## src/rtl/cpfe_pkg.sv

```systemverilog
// Shared types, constants and encoder functions for the coded-PHY FEC encoder.
// No dependencies; used by every module of the block.
package cpfe_pkg;

	localparam int unsigned DataW = 8;
	localparam int unsigned StepW = 4;   // holds up to 13 result steps
	localparam int unsigned SeqW  = 16;  // data bits, CI bit, zero padding

	localparam logic [7:0] S8_PAT_00 = 8'h33;
	localparam logic [7:0] S8_PAT_10 = 8'hc3;  // G0 set
	localparam logic [7:0] S8_PAT_01 = 8'h3c;  // G1 set
	localparam logic [7:0] S8_PAT_11 = 8'hcc;

	localparam logic [StepW-1:0] S8_DATA_STEPS = 4'd8;
	localparam logic [StepW-1:0] S2_DATA_STEPS = 4'd2;
	localparam logic [StepW-1:0] B1_TERM_STEPS = 4'd5;  // CI pair plus TERM1
	localparam logic [StepW-1:0] S8_TERM_STEPS = 4'd3;
	localparam logic [StepW-1:0] S2_TERM_STEPS = 4'd1;

	localparam logic BLOCK_1 = 1'b0;

	// One classified input item, as queued between front and back.
	typedef struct packed {
		logic [DataW-1:0] data;
		logic             s8;
		logic             ci_bit;   // first CI bit of block 1, zero otherwise
		logic [StepW-1:0] n_steps;
		logic [StepW-1:0] n_data;
	} job_t;

	typedef struct packed {
		logic push;
		logic pop;
	} q_ctl_t;

	typedef struct packed {
		logic full;
		logic empty;
	} q_stat_t;

	typedef struct packed {
		logic [2:0] hist;
		logic       g1;
		logic       g0;
	} conv_t;

	// Shift one bit through the K=4 encoder.
	function automatic conv_t conv_bit(input logic [2:0] hist, input logic b);
		conv_t r;
		r.g0   = b ^ hist[0] ^ hist[1] ^ hist[2];
		r.g1   = b ^ hist[1] ^ hist[2];
		r.hist = {hist[1:0], b};
		return r;
	endfunction

	function automatic logic [7:0] s8_map(input logic g0, input logic g1);
		logic [7:0] p;
		case ({g1, g0})
			2'b00:   p = S8_PAT_00;
			2'b01:   p = S8_PAT_10;
			2'b10:   p = S8_PAT_01;
			default: p = S8_PAT_11;
		endcase
		return p;
	endfunction

endpackage

```

## src/rtl/cpfe_front.sv

```systemverilog
// Front end: holds the mode register, classifies each input item into a job.
// Depends on cpfe_pkg.
module cpfe_front
	import cpfe_pkg::*;
(
	input  logic             clk,
	input  logic             arst_n,
	input  logic             cfg_valid,
	output logic             cfg_ready,
	input  logic             cfg_data,
	input  logic             push,
	input  logic             q_full,
	input  logic [DataW-1:0] data_byte,
	input  logic             block_sel,
	input  logic             last_in_block,
	output logic             job_push,
	output job_t             job
);

	logic             mode_s8_q;
	logic             s8;
	logic [StepW-1:0] n_data;
	logic [StepW-1:0] n_term;

	assign cfg_ready = 1'b1;

	always_ff @(posedge clk or negedge arst_n) begin
		if (!arst_n) begin
			mode_s8_q <= 1'b1;
		end else if (cfg_valid) begin
			mode_s8_q <= cfg_data;
		end
	end

	always_comb begin
		s8     = (block_sel == BLOCK_1) || mode_s8_q;
		n_data = s8 ? S8_DATA_STEPS : S2_DATA_STEPS;
		if (!last_in_block) begin
			n_term = '0;
		end else if (block_sel == BLOCK_1) begin
			n_term = B1_TERM_STEPS;
		end else if (s8) begin
			n_term = S8_TERM_STEPS;
		end else begin
			n_term = S2_TERM_STEPS;
		end
		job.data    = data_byte;
		job.s8      = s8;
		// CI is 2 (first bit set) when block 2 runs in S2
		job.ci_bit  = (block_sel == BLOCK_1) && !mode_s8_q;
		job.n_data  = n_data;
		job.n_steps = n_data + n_term;
	end

	assign job_push = push && !q_full;

endmodule

```

## src/rtl/cpfe_queue.sv

```systemverilog
// Two-entry job queue between the front end and the encoder back end.
// Depends on cpfe_pkg.
module cpfe_queue
	import cpfe_pkg::*;
(
	input  logic    clk,
	input  logic    arst_n,
	input  q_ctl_t  ctl,
	input  job_t    wr_job,
	output job_t    rd_job,
	output q_stat_t stat
);

	job_t       mem_q [2];
	logic       wr_ptr_q;
	logic       rd_ptr_q;
	logic [1:0] cnt_q;

	assign stat.full  = (cnt_q == 2'd2);
	assign stat.empty = (cnt_q == 2'd0);
	assign rd_job     = mem_q[rd_ptr_q];

	always_ff @(posedge clk) begin
		if (ctl.push) begin
			mem_q[wr_ptr_q] <= wr_job;
		end
	end

	always_ff @(posedge clk or negedge arst_n) begin
		if (!arst_n) begin
			wr_ptr_q <= 1'b0;
			rd_ptr_q <= 1'b0;
			cnt_q    <= 2'd0;
		end else begin
			if (ctl.push) begin
				wr_ptr_q <= !wr_ptr_q;
			end
			if (ctl.pop) begin
				rd_ptr_q <= !rd_ptr_q;
			end
			case ({ctl.push, ctl.pop})
				2'b10:   cnt_q <= cnt_q + 2'd1;
				2'b01:   cnt_q <= cnt_q - 2'd1;
				default: cnt_q <= cnt_q;
			endcase
		end
	end

endmodule

```

## src/rtl/cpfe_back.sv

```systemverilog
// Back end: steps through each job, runs the convolutional encoder and the
// pattern map, one result byte per step, into the output register.
// Depends on cpfe_pkg.
module cpfe_back
	import cpfe_pkg::*;
(
	input  logic       clk,
	input  logic       arst_n,
	input  job_t       job,
	input  logic       job_empty,
	output logic       job_pop,
	input  logic       pop,
	output logic       empty,
	output logic [7:0] code_byte,
	output logic       term_byte,
	output logic       last_of_run
);

	logic [2:0]       hist_q;
	logic [StepW-1:0] idx_q;
	logic             out_valid_q;
	logic [7:0]       code_q;
	logic             term_q;
	logic             last_q;

	logic             out_free;
	logic             step;
	logic             step_last;
	logic [SeqW-1:0]  seq;
	logic [3:0]       nib;
	logic [2:0]       hist_nx;
	logic [7:0]       code_nx;
	conv_t            cv;
	logic [2:0]       h;
	logic [7:0]       acc;

	assign out_free  = !out_valid_q || pop;
	assign step      = !job_empty && out_free;
	assign step_last = (idx_q == job.n_steps - 4'd1);
	assign job_pop   = step && step_last;

	always_comb begin
		seq = {job.data, job.ci_bit, 7'b0};
		case (idx_q[1:0])
			2'd0:    nib = seq[15:12];
			2'd1:    nib = seq[11:8];
			2'd2:    nib = seq[7:4];
			default: nib = seq[3:0];
		endcase
		h   = hist_q;
		acc = '0;
		cv  = '0;
		if (job.s8) begin
			cv      = conv_bit(hist_q, seq[4'(4'd15 - idx_q)]);
			hist_nx = cv.hist;
			code_nx = s8_map(cv.g0, cv.g1);
		end else begin
			// four code pairs per byte, G0 in the upper bit of each pair
			for (int i = 3; i >= 0; i--) begin
				cv  = conv_bit(h, nib[i]);
				h   = cv.hist;
				acc = {acc[5:0], cv.g0, cv.g1};
			end
			hist_nx = h;
			code_nx = acc;
		end
	end

	always_ff @(posedge clk) begin
		if (step) begin
			code_q <= code_nx;
			term_q <= (idx_q >= job.n_data);
			last_q <= step_last;
		end
	end

	always_ff @(posedge clk or negedge arst_n) begin
		if (!arst_n) begin
			hist_q      <= '0;
			idx_q       <= '0;
			out_valid_q <= 1'b0;
		end else begin
			if (step) begin
				hist_q <= hist_nx;
				idx_q  <= step_last ? '0 : idx_q + 4'd1;
			end
			if (out_free) begin
				out_valid_q <= step;
			end
		end
	end

	assign empty       = !out_valid_q;
	assign code_byte   = code_q;
	assign term_byte   = term_q;
	assign last_of_run = last_q;

endmodule

```

## src/rtl/coded_phy_fec_pattern_encoder.sv

```systemverilog
// Top level of the coded-PHY FEC encoder with S8/S2 pattern mapping.
// Depends on cpfe_pkg, cpfe_front, cpfe_queue and cpfe_back.
//
// Usage:
//   Input queue side: drive data_byte, block_sel and last_in_block and raise
//   push; the item is taken at a clock edge with push high and full low.
//   Result queue side: while empty is low the oldest result item sits on
//   code_byte, term_byte and last_of_run; take it by raising pop.
//   Configuration: cfg_data sets the block 2 mode (1 = S8, 0 = S2), written
//   on cfg_valid; cfg_ready is always high. Write only while the block idles.
// Path: with the back end idle, an item taken is first written into the job
//   queue, then its first result is registered into the output register.
// Throughput: one result byte per cycle while a job waits and the output is
//   free or popped, set by the single encoder step unit in the back end. An
//   item gives 8 result bytes in S8, 2 in S2, plus 5 of CI and TERM1 at the
//   end of block 1, 3 (S8) or 1 (S2) of TERM2 at block 2's end; 13 at most.
// A two-entry job queue sits between the front and back ends, so new items
//   are taken while earlier ones are still being encoded.
// Reset: clears encoder history, both queues and sets the mode to S8.
// Stalls: when pop stays low the output register holds its item and the
//   back end pauses; items keep being taken until the job queue fills.
module coded_phy_fec_pattern_encoder
	import cpfe_pkg::*;
(
	input  logic       clk,
	input  logic       arst_n,
	input  logic       cfg_valid,
	output logic       cfg_ready,
	input  logic       cfg_data,
	input  logic       push,
	output logic       full,
	input  logic [7:0] data_byte,
	input  logic       block_sel,
	input  logic       last_in_block,
	output logic       empty,
	input  logic       pop,
	output logic [7:0] code_byte,
	output logic       term_byte,
	output logic       last_of_run
);

	job_t    wr_job;
	job_t    rd_job;
	q_ctl_t  q_ctl;
	q_stat_t q_stat;
	logic    job_push;
	logic    job_pop;

	// front: classify each item into step counts and mode
	cpfe_front u_front (
		.clk          (clk),
		.arst_n       (arst_n),
		.cfg_valid    (cfg_valid),
		.cfg_ready    (cfg_ready),
		.cfg_data     (cfg_data),
		.push         (push),
		.q_full       (q_stat.full),
		.data_byte    (data_byte),
		.block_sel    (block_sel),
		.last_in_block(last_in_block),
		.job_push     (job_push),
		.job          (wr_job)
	);

	assign q_ctl.push = job_push;
	assign q_ctl.pop  = job_pop;
	assign full       = q_stat.full;

	// hold up to two classified items while the back end works
	cpfe_queue u_queue (
		.clk   (clk),
		.arst_n(arst_n),
		.ctl   (q_ctl),
		.wr_job(wr_job),
		.rd_job(rd_job),
		.stat  (q_stat)
	);

	// back: encode and pattern map, one result per cycle while the output is popped
	cpfe_back u_back (
		.clk        (clk),
		.arst_n     (arst_n),
		.job        (rd_job),
		.job_empty  (q_stat.empty),
		.job_pop    (job_pop),
		.pop        (pop),
		.empty      (empty),
		.code_byte  (code_byte),
		.term_byte  (term_byte),
		.last_of_run(last_of_run)
	);

endmodule
```

## config.mk

```make
export PLATFORM = sky130hd
export DESIGN_NAME = coded_phy_fec_pattern_encoder
export DESIGN_NICKNAME = d
export VERILOG_FILES = /design/src/rtl/cpfe_pkg.sv /design/src/rtl/cpfe_front.sv /design/src/rtl/cpfe_queue.sv /design/src/rtl/cpfe_back.sv /design/src/rtl/coded_phy_fec_pattern_encoder.sv
export SDC_FILE = /design/constraint.sdc
export NUM_CORES = 1
export LEC_CHECK = 0
export BUFFER_PORTS_ARGS = -buffer_cell sky130_fd_sc_hd__clkbuf_2
export CAP_MARGIN = 30
export CORE_MARGIN = 5
export CORE_UTILIZATION = 25
export DETAILED_ROUTE_END_ITERATION = 10
export PLACE_DENSITY_LB_ADDON = 0.05
export SETUP_SLACK_MARGIN = 0.15
export SLEW_MARGIN = 20
export SYNTH_ARGS = -nofsm -noshare
export SYNTH_HDL_FRONTEND = slang
export SYNTH_SLANG_ARGS = --single-unit
export TNS_END_PERCENT = 50
```

## constraint.sdc

```tcl
create_clock -name clk -period 6.2 [get_ports clk]
set_clock_uncertainty 0.2 [all_clocks]
set_input_delay 0.31 -clock clk [delete_from_list [all_inputs] [get_ports clk]]
set_output_delay 0.31 -clock clk [all_outputs]
set_load 0.02 [all_outputs]
```

==> flow_summary_export.csv, run 1 <==
group,metric,value,unit
global_routing,grt_antenna_before_repair,0,
finish,fillers,1144,
global_routing,grt_remaining_overflow,0,
global_routing,grt_usage,9.231,%
floorplanning,die_h,116.6,um
setup_path,crit_chain,"o21ai_0, clkinv_1, and2_1, ha_1, nor2_1, xor2_1",
floorplanning,row_count,39,
sta,finalSetupViolations,0,
detailed_routing,firstDrtPassIters,4,
clocking,post_cts_buffers,0,
power,p_leak,1.234,nW
placed_design,place_congestion,0.7154,
detailed_routing,dr_total_vias,1777,
sta,worstMarginPinSlew,771.2,ps
clocking,clk_path_buf_depth,2,
floorplanning,dieArea,13600,um^2
global_routing,grt_pass1_wl,9.577,mm
power,finalPower,1.879,mW
detailed_routing,ant_nets,0,
yosys,yosys-top-cells-area,"edfxtp_1 42%, dfrtp_1 11%, xnor2_1 5.2%",
clocking,cts-buffers-inserted,5,
yosys,syn_area,2843,um^2
detailed_routing,via_per_inst,4.409,
yosys,synth.most_common_cell,"edfxtp_1",
sta,period_needed,3117,ps
sta,hold_viol,0,
sta,finalMaxSlewViolations,0,
global_routing,grt_max_degree,21,
yosys,seq_area_frac_synth,53.74,%
yosys,syn_inst,235,
yosys,synth.distinct_cells,51,
setup_path,crit_family,"buffers and inverters",
yosys,synth_seq_cells,53,
setup_path,slowest_stage,"clkinv_1",
global_routing,grt_pass1_vias,1762,
detailed_routing,post_drt_wl_per_cell,15.01,um
clocking,cts_tree,"yes",
power,power_density,570.1,nW/um^2
run,maxCapViolCount,0,
sta,timing.final.crit_share,50.27,%
yosys,synth-edff-count,40,
detailed_routing,routed_wl,6.051,mm
detailed_routing,drt_iter0_drc,64,
placed_design,numPortBuffers,27,
sta,timing.setup.tns,0,ps
floorplanning,fp.coreArea,11270,um^2
power,irDropWorstVdd,0.1831,mV
placed_design,hpwl,4.369,mm
finish,nets,284,
yosys,async_reset_ff_share,24.53,%
sta,relSlewSlack,48.59,%
setup_path,critPathBufInv,1,
yosys,syn_avg_cell_area,12.10,um^2
finish,ff_latch_area,1528,um^2
clocking,h-tree-depth,2,
clocking,clkSlewWorstSetupHoldPaths,70,ps
yosys,synth_flop_cell,"edfxtp_1",
finish,syn2layout_area_growth,15.93,%
setup_path,cp-start-kind,"register",
floorplanning,start_util,25.22,%
clocking,insertion_delay,290,ps
placed_design,dp.cells,392,
sta,timing.fmax,320.9,MHz
floorplanning,die_w,116.6,um
setup_path,critPathKind,"reg -> reg",
setup_path,cp_slowest_stage_delay,780,ps
clocking,cts-root-buf,"clkbuf_16",
finish,n_antenna_cell,0,
status,status,"finished clean",
clocking,clock_sinks,53,
floorplanning,num_io_pins,29,
setup_path,endpoint_kind,"register",
clocking,cts-resized-gates,0,
finish,layout.cells.non_filler,403,
min_path,hold_path.class,"in -> reg",
yosys,synth_top_cell_area_share,42.25,%
setup_path,required,6220,ps
detailed_routing,drc,0,
setup_path,cp.arrival,3130,ps
sta,rsz0062_at_grt,"no",
setup_path,crit_fanout,19,
yosys,yosysWarningCount,0,
finish,multi_input_comb_area,1200,um^2
yosys,syn_nets,260,
finish,drive_gt1_share,17.31,%
yosys,synth_top_area_cell,"edfxtp_1",
yosys,synth_common_cells,"40 x edfxtp_1, 17 x xnor2_1, 15 x nand2_1, 14 x mux2i_1",
-- report_power, final --
| group | internal [mW] | leakage (nW) | total (mW) | switching (mW) |
|---|---|---|---|---|
| Combinational | 0.389 | 0.632 | 0.894 | 0.505 |
| Sequential | 0.553 | 0.524 | 0.671 | 0.119 |
| Clock | 0.190 | 0.0785 | 0.314 | 0.124 |
| Total | 1.13 | 1.23 | 1.88 | 0.748 |
-- routing by layer --
| metal | vias up | wire length (um) | GRT usage (%) |
|---|---|---|---|
| met4 | 0 | 48 | 2.523 |
| met5 | - | 0 | 0 |
| met1 | 847 | 2958 | 12.76 |
| li1 | 903 | - | - |
| met2 | 23 | 2883 | 14.84 |
| met3 | 4 | 161 | 1.762 |
-- through the flow --
stage / util, % / cell area, um^2 / setup WS, ps / hold WS (ps)
after global placement: 27.48 / 3098 / 2924 / 49.46
after detailed placement: 27.48 / 3098 / 2761 / 51.03
after global routing: 29.24 / 3296 / 2710 / 4.442
after floorplan: - / 2843 / 3587 / -185.6
after CTS: 29.10 / 3281 / 2742 / 1.993
final: 29.24 / 3296 / 3083 / 7.170
-- cells by family (layout without fill, tap and decap cells) --
logic type / after synthesis / after routing / synth area share [%]
adders and majority gates: 9 / 9 / 3.961
AOI/OAI and AO/OA: 38 / 38 / 9.419
DFF: 53 / 53 / 53.74
buffers and inverters: 27 / 52 / 4.049
and+or+nand+nor: 59 / 59 / 11.71
muxes: 23 / 23 / 9.287
xor gates and xnor gates: 25 / 25 / 7.702
other: 1 / 1 / 0.1319
-- path summary, 6_finish.rpt --
check | startpoint | to | slack (ps) | cells past startpoint
setup reg to reg | u_queue.cnt_q[0] | u_queue.cnt_q[1] | 3080 | 6
hold / removal | data_byte[0] | u_queue.mem_q[1][10] | 7 | 1
setup / recovery | u_queue.cnt_q[0] | u_queue.cnt_q[1] | 3080 | 6
min in group asynchronous | arst_n | u_back.out_valid_q | 260 | 2
max in group asynchronous | arst_n | u_front.mode_s8_q | 5230 | 2
hold reg to reg | u_back.out_valid_q | u_back.out_valid_q | 290 | 2
-- state kept, by name (all words and copies together) (netlist names) --
signal and cells:
u_back.out_valid_q 1, u_queue.cnt_q 2, u_queue.wr_ptr_q 1, u_back.idx_q 4, u_back.hist_q 3, u_front.mode_s8_q 1, u_queue.mem_q 30, u_queue.rd_ptr_q 1
u_back.last_of_run 1, u_back.term_byte 1, u_back.code_byte 8
-- area by class of cell --
| class | instances | area share (%) |
|---|---|---|
| flip-flops and latches | 53 | 46.36 |
| clock buffers | 6 | 3.910 |
| inverters | 13 | 1.481 |
| clock inverters | 2 | 1.025 |
| well taps | 143 | 5.429 |
| repair buffers | 31 | 5.391 |
| multi-input cells | 155 | 36.41 |
-- cells in the final DEF, fill, tap and decap left out, types with 3 or more instances in the layout --
cell       instances
o21ai_0            8
nand4b_1           3
nor3_1             3
o21a_1             3
clkbuf_16          5
nand3_1            4
clkbuf_2          27
o211ai_1           3
mux2i_1           14
dfrtp_1           12
mux2_2             5
a21oi_1            4
and2_1             3
o22ai_1            4
nor4b_1            3
and3_1             3
xnor2_1           17
or3_1              3
a31oi_1            4
ha_1               9
nor2_1             8
nand2_1           15
nand2b_1           5
edfxtp_1          40
xor2_1             8
inv_1             12
-- timing repair --
action,in CTS,in global routing
setup endpoints to repair,0,0
endpoints found under the hold margin,13,0
hold buffers,2,0
Note: power is estimated with default switching activity, not from simulation.
==> inputs of run 2 (changes only) <==
- clock period: 6.2 -> 3.25 ns (I/O delays scaled with it)
==> run 2 against run 1 <==
  * Sequential power is 89% higher
  * Final cell count is 4.2% higher
  * Clock-buffer cell count is 1 higher
==> flow_summary_export.csv, run 2 (synthesized netlist as in run 1, its figures left out) <==
group,metric,value,unit
global_routing,grt_remaining_overflow,0,
clocking,h-tree-depth,2,
floorplanning,fp.coreArea,11270,um^2
finish,fillers,1149,
setup_path,endpoint_kind,"register",
sta,timing.setup.tns,0,ps
sta,worstMarginPinSlew,774.2,ps
clocking,cts-root-buf,"clkbuf_16",
clocking,post_cts_buffers,0,
clocking,insertion_delay,290,ps
global_routing,grt_pass1_wl,9.915,mm
sta,finalSetupViolations,0,
setup_path,r2r_cells,6,
finish,layout_common_cells,"40 x edfxtp_1, 27 x clkbuf_2, 17 x xnor2_1, 15 x nand2_1",
detailed_routing,drc,0,
run,maxCapViolCount,0,
floorplanning,dieArea,13600,um^2
power,pwr-share-comb,49.6,%
detailed_routing,post_drt_wl_per_cell,14.58,um
global_routing,grt_antenna_before_repair,0,
power,switchingPower,1.426,mW
sta,relSlewSlack,48.39,%
detailed_routing,routed_wl,6.125,mm
floorplanning,row_count,39,
setup_path,cp-start-kind,"register",
global_routing,grt_pass1_vias,1769,
finish,drive_gt1_share,18.05,%
placed_design,place_ws,475.4,ps
sta,rsz0062_at_grt,"no",
floorplanning,num_io_pins,29,
clocking,cts-resized-gates,0,
status,status,"finished clean",
detailed_routing,via_per_inst,4.388,
finish,n_antenna_cell,0,
sta,layout_setup_ws,480.8,ps
clocking,cts_tree,"yes",
finish,layout.cells.non_filler,420,
power,power.internal,2.131,mW
finish,largest_register_ffs,30,
min_path,hold_path.class,"in -> reg",
setup_path,required,3100,ps
setup_path,crit_fanout,11,
finish,nets,301,
finish,syn2layout_area_growth,20.42,%
finish,largest_register,"u_queue.mem_q",
detailed_routing,dr_total_vias,1843,
detailed_routing,firstDrtPassIters,4,
setup_path,critPathKind,"reg -> reg",
global_routing,grt_usage,9.848,%
sta,timing.final.crit_share,85.21,%
placed_design,dp.cells,398,
detailed_routing,drt_iter0_drc,59,
power,p_leak,1.292,nW
floorplanning,start_util,25.22,%
sta,timing.fmax,361.1,MHz
min_path,min_path_cells,2,
power,power_density,1039,nW/um^2
clocking,clkSlewWorstSetupHoldPaths,70,ps
clocking,clock_sinks,53,
global_routing,grt_max_degree,19,
power,irDropWorstVdd,0.3456,mV
floorplanning,die_h,116.6,um
power,p_clk_share,14.7,%
placed_design,place_congestion,0.7132,
power,netSwitchingFraction,40.09,%
sta,finalMaxSlewViolations,0,
placed_design,numPortBuffers,27,
placed_design,hpwl,4.435,mm
power,seq_power_share,35.7,%
finish,final_common_cell,"edfxtp_1",
sta,hold_viol,0,
detailed_routing,ant_nets,0,
setup_path,cp.arrival,2620,ps
clocking,ctsHoldBuffers,14,
floorplanning,die_w,116.6,um
clocking,cts-buffers-inserted,5,
clocking,clk_path_buf_depth,2,
sta,period_needed,2769,ps
run 2: final cells by class:
type	count	area, um^2	area share, %
flip-flops and latches	53	1528	44.63
multi-input cells	155	1200	35.05
repair buffers	48	327.8	9.576
well taps	143	178.9	5.227
clock buffers	7	132.6	3.874
inverters	13	48.80	1.425
clock inverters	1	7.507	0.2193
run 2: worst max-delay path: stages, from the launching register on:
cell,delay [ps]
dfrtp_1,590
mux4_2,550
mux2_2,300
o32ai_4,260
or2_1,300
o41ai_1,120
and4bb_1,210
run 2: final timing paths:
path                                  start                  end  slack [ps]
setup reg to reg            u_back.idx_q[0]  u_back.code_byte[5]         480
min in group asynchronous            arst_n     u_back.hist_q[1]         120
setup / recovery            u_back.idx_q[0]  u_back.code_byte[5]         480
hold / removal                    block_sel  u_queue.mem_q[1][8]          20
max in group asynchronous            arst_n    u_front.mode_s8_q        2400
hold reg to reg            u_queue.wr_ptr_q     u_queue.wr_ptr_q         300
run 2: metal layers:
metal / global-route usage, % / vias to the layer above / wire, um
li1: - / 937 / -
met1: 12.93 / 879 / 2919
met2: 15.68 / 21 / 2921
met3: 2.539 / 6 / 185
met4: 3.670 / 0 / 99
met5: 0 / - / 0
run 2: metrics by stage:
stage | utilization, % | hold WS (ps) | power [mW] | area (um^2)
floorplan | - | -333.1 | 2.614 | 2843
global placement | 27.88 | -89.63 | 3.096 | 3143
finish | 30.37 | 24.19 | 3.556 | 3423
CTS | 30.37 | 13.86 | 3.639 | 3423
global route | 30.37 | 25.77 | 3.858 | 3423
detailed placement | 27.88 | -91.23 | 3.069 | 3143
run 2: power by group through the flow:
stage | clock network, mW | registers (mW) | logic [mW]
after global routing | 0.576 | 1.31 | 1.97
after global placement | 0 | 1.29 | 1.81
final | 0.524 | 1.27 | 1.76
after CTS | 0.554 | 1.27 | 1.81
after detailed placement | 0 | 1.29 | 1.78
after floorplan | 0 | 1.23 | 1.38
==> inputs of run 3 (changes only) <==
- ABC_AREA: unset -> 1
- CAP_MARGIN: 30 -> unset
- clock period: 3.25 -> 3.3 ns (I/O delays scaled with it)
==> run 3 against run 2 <==
  * Maximum frequency is 2.5% higher
  * Hold slack improved by 45 ps
  * Sequential share of layout area fell by 0.47 points
  * Worst setup slack improved by 120 ps
  * Design area grew 1.1%
  * Register-to-register slack improved by 120 ps
  * Power is 5.6% higher
  * Largest cell class unchanged
  * Final cell count rose by 18%
  * Utilization rose by 0.19 points
  * Global-route usage is 0.87 points higher
==> flow_summary_export.csv, run 3 <==
group,metric,value,unit
status,status,"finished clean",
clocking,post_cts_buffers,0,
power,seq_power_share,32.1,%
finish,post-route-cell-area,3460,um^2
sta,timing.fmax,370.1,MHz
setup_path,ff2ff_setup_slack,600,ps
power,power.internal,2.082,mW
yosys,synth_seq_cells,53,
finish,syn2layout_area_growth,20.53,%
yosys,synth_top_area_cell,"edfxtp_1",
finish,nets,377,
yosys,yosys-top-cells-area,"edfxtp_1 42%, nand2_1 11%, dfrtp_1 10%",
yosys,synth_flop_cell,"edfxtp_1",
sta,timing.setup.tns,0,ps
sta,relSlewSlack,61.78,%
floorplanning,die_h,117.2,um
yosys,seq_area_frac_synth,53.23,%
min_path,min_path_cells,3,
run,maxCapViolCount,0,
setup_path,cp-start-kind,"register",
clocking,cts_tree,"yes",
detailed_routing,firstDrtPassIters,4,
clocking,ctsHoldBuffers,14,
global_routing,grt_max_degree,20,
finish,drive_gt1_share,17.28,%
clocking,clock_sinks,53,
floorplanning,row_count,39,
setup_path,regToRegEndpoint,"u_queue.cnt_q[1]",
global_routing,grt_pass1_wl,10.86,mm
yosys,syn_avg_cell_area,9.380,um^2
floorplanning,start_util,25.35,%
sta,rsz0062_at_grt,"no",
power,pwr-share-comb,52.0,%
global_routing,grtUsageMet3,2.674,%
clocking,insertion_delay,300,ps
finish,largest_register,"u_queue.mem_q",
clocking,cts-root-buf,"clkbuf_16",
placed_design,place_ws,578.8,ps
yosys,async_reset_ff_share,24.53,%
setup_path,required,3280,ps
floorplanning,dieArea,13720,um^2
global_routing,grt_pass1_vias,2108,
sta,holdWs,69.64,ps
setup_path,critPathKind,"reg -> reg",
power,irDropWorstVdd,0.3113,mV
global_routing,grt_use_met2,17.04,%
finish,n_antenna_cell,0,
sta,layout_setup_ws,598.2,ps
power,p_leak,1.601,nW
floorplanning,die_w,117.2,um
power,switchingPower,1.672,mW
detailed_routing,post_drt_wl_per_cell,13.06,um
placed_design,numPortBuffers,27,
yosys,synth-edff-count,40,
detailed_routing,drt_iter0_drc,58,
detailed_routing,ant_nets,0,
sta,worstMarginPinSlew,573.3,ps
placed_design,hpwl,4.805,mm
setup_path,endpoint_kind,"register",
setup_path,r2r-start,"u_queue.rd_ptr_q",
finish,largest_register_ffs,30,
yosys,syn_nets,331,
placed_design,place_area,3153,um^2
yosys,synth.distinct_cells,32,
setup_path,r2r_cells,12,
floorplanning,num_io_pins,29,
clocking,h-tree-depth,2,
global_routing,grt_remaining_overflow,0,
floorplanning,fp.coreArea,11320,um^2
yosys,syn_inst,306,
clocking,clk_path_buf_depth,2,
setup_path,crit_fanout,9,
global_routing,grt_antenna_before_repair,0,
yosys,yosysWarningCount,0,
global_routing,top_usage_layer,"met2",
setup_path,cp.arrival,2680,ps
clocking,clkSlewWorstSetupHoldPaths,70,ps
sta,finalSetupViolations,0,
yosys,synth.most_common_cell,"nand2_1",
placed_design,place_congestion,0.7809,
min_path,hp-start,"push",
finish,layout_common_cells,"83 x nand2_1, 41 x inv_1, 40 x edfxtp_1, 37 x nand3_1, 27 x clkbuf_2",
sta,finalMaxSlewViolations,0,
sta,period_needed,2702,ps
detailed_routing,dr_total_vias,2069,
detailed_routing,via_per_inst,4.171,
power,power_density,1085,nW/um^2
detailed_routing,routed_wl,6.477,mm
clocking,cts-resized-gates,0,
sta,timing.final.crit_share,81.87,%
finish,final_common_cell,"nand2_1",
yosys,syn_area,2870,um^2
min_path,whs_endpoint,"u_queue.wr_ptr_q",
power,netSwitchingFraction,44.54,%
yosys,synth_common_cells,"83 x nand2_1, 41 x inv_1, 40 x edfxtp_1, 37 x nand3_1, 14 x nor2_1",
min_path,hold_path.class,"in -> reg",
clocking,cts-buffers-inserted,5,
global_routing,grt_usage,10.72,%
global_routing,met1_usage,13.68,%
power,p_clk_share,15.9,%
sta,hold_viol,0,
detailed_routing,drc,0,
yosys,synth_top_cell_area_share,41.85,%
==> run 3: cell types whose count changed after synthesis, moves of 6 or more <==
cell / delta
nand2_1: +68
mux2i_1: -14
clkbuf_1: -6
xnor2_1: -14
inv_1: +29
nor2_1: +6
nand3_1: +33
==> run 3: cell type report <==
cell class,count,area [um^2]
sequential,53,1528
clock buffer,5,125.1
clock inverter,3,41.29
multi-input combinational,203,1107
fill,1219,7861
tap,143,178.9
inverter,43,166.4
timing repair buffer,46,312.8
==> run 3: worst max path at each step <==
stage,cells after the start,to,start
after floorplan,13,u_queue.cnt_q[1],u_queue.rd_ptr_q
after global placement,12,u_queue.cnt_q[1],u_queue.rd_ptr_q
after detailed placement,12,u_queue.cnt_q[1],u_queue.rd_ptr_q
after CTS,12,u_queue.cnt_q[1],u_queue.rd_ptr_q
after global routing,12,u_queue.cnt_q[1],u_queue.rd_ptr_q
final,12,u_queue.cnt_q[1],u_queue.rd_ptr_q
==> run 3: logic make-up after synthesis <==
group                      after synthesis  share of synthesized area [%]
AOI/OAI and AO/OA                       25                          5.187
and+or+nand+nor                        151                          23.89
xor gates and xnor gates                17                          5.449
buffers and inverters                   50                          8.195
DFF                                     53                          53.23
other                                    1                         0.1307
adders and majority gates                9                          3.923
==> run 3: power groups by stage <==
stage | clock network [mW] | registers, mW | logic (mW)
2_1_floorplan | 0 | 1.23 | 1.51
3_3_place_gp | 0 | 1.22 | 2.00
3_5_place_dp | 0 | 1.22 | 1.98
4_1_cts | 0.622 | 1.21 | 2.01
5_1_grt | 0.650 | 1.24 | 2.27
6_report | 0.595 | 1.20 | 1.95
==> run 3: critical path, stage by stage, from the launching register on <==
cell	delay (ps)
dfrtp_1	520
or2_2	360
o21ai_2	70
ha_1	250
xor2_1	150
nand2_1	60
nor2_1	110
nand2_2	110
nor2_4	130
ha_1	260
a21oi_1	110
o21ai_0	100
xor2_1	150
==> run 3: stage by stage <==
step	cells	total power [mW]	utilization (%)
after detailed placement	474	3.209	27.85
after floorplan	306	2.746	-
after global placement	474	3.221	27.85
final	496	3.754	30.56
after CTS	496	3.840	30.56
after global routing	496	4.163	30.56
==> run 3: per-layer routing <==
layer	share of wire, %	routed length (um)
met2	46	2993
met5	0	0
met3	3.6	233
met4	2.2	140
met1	48	3109
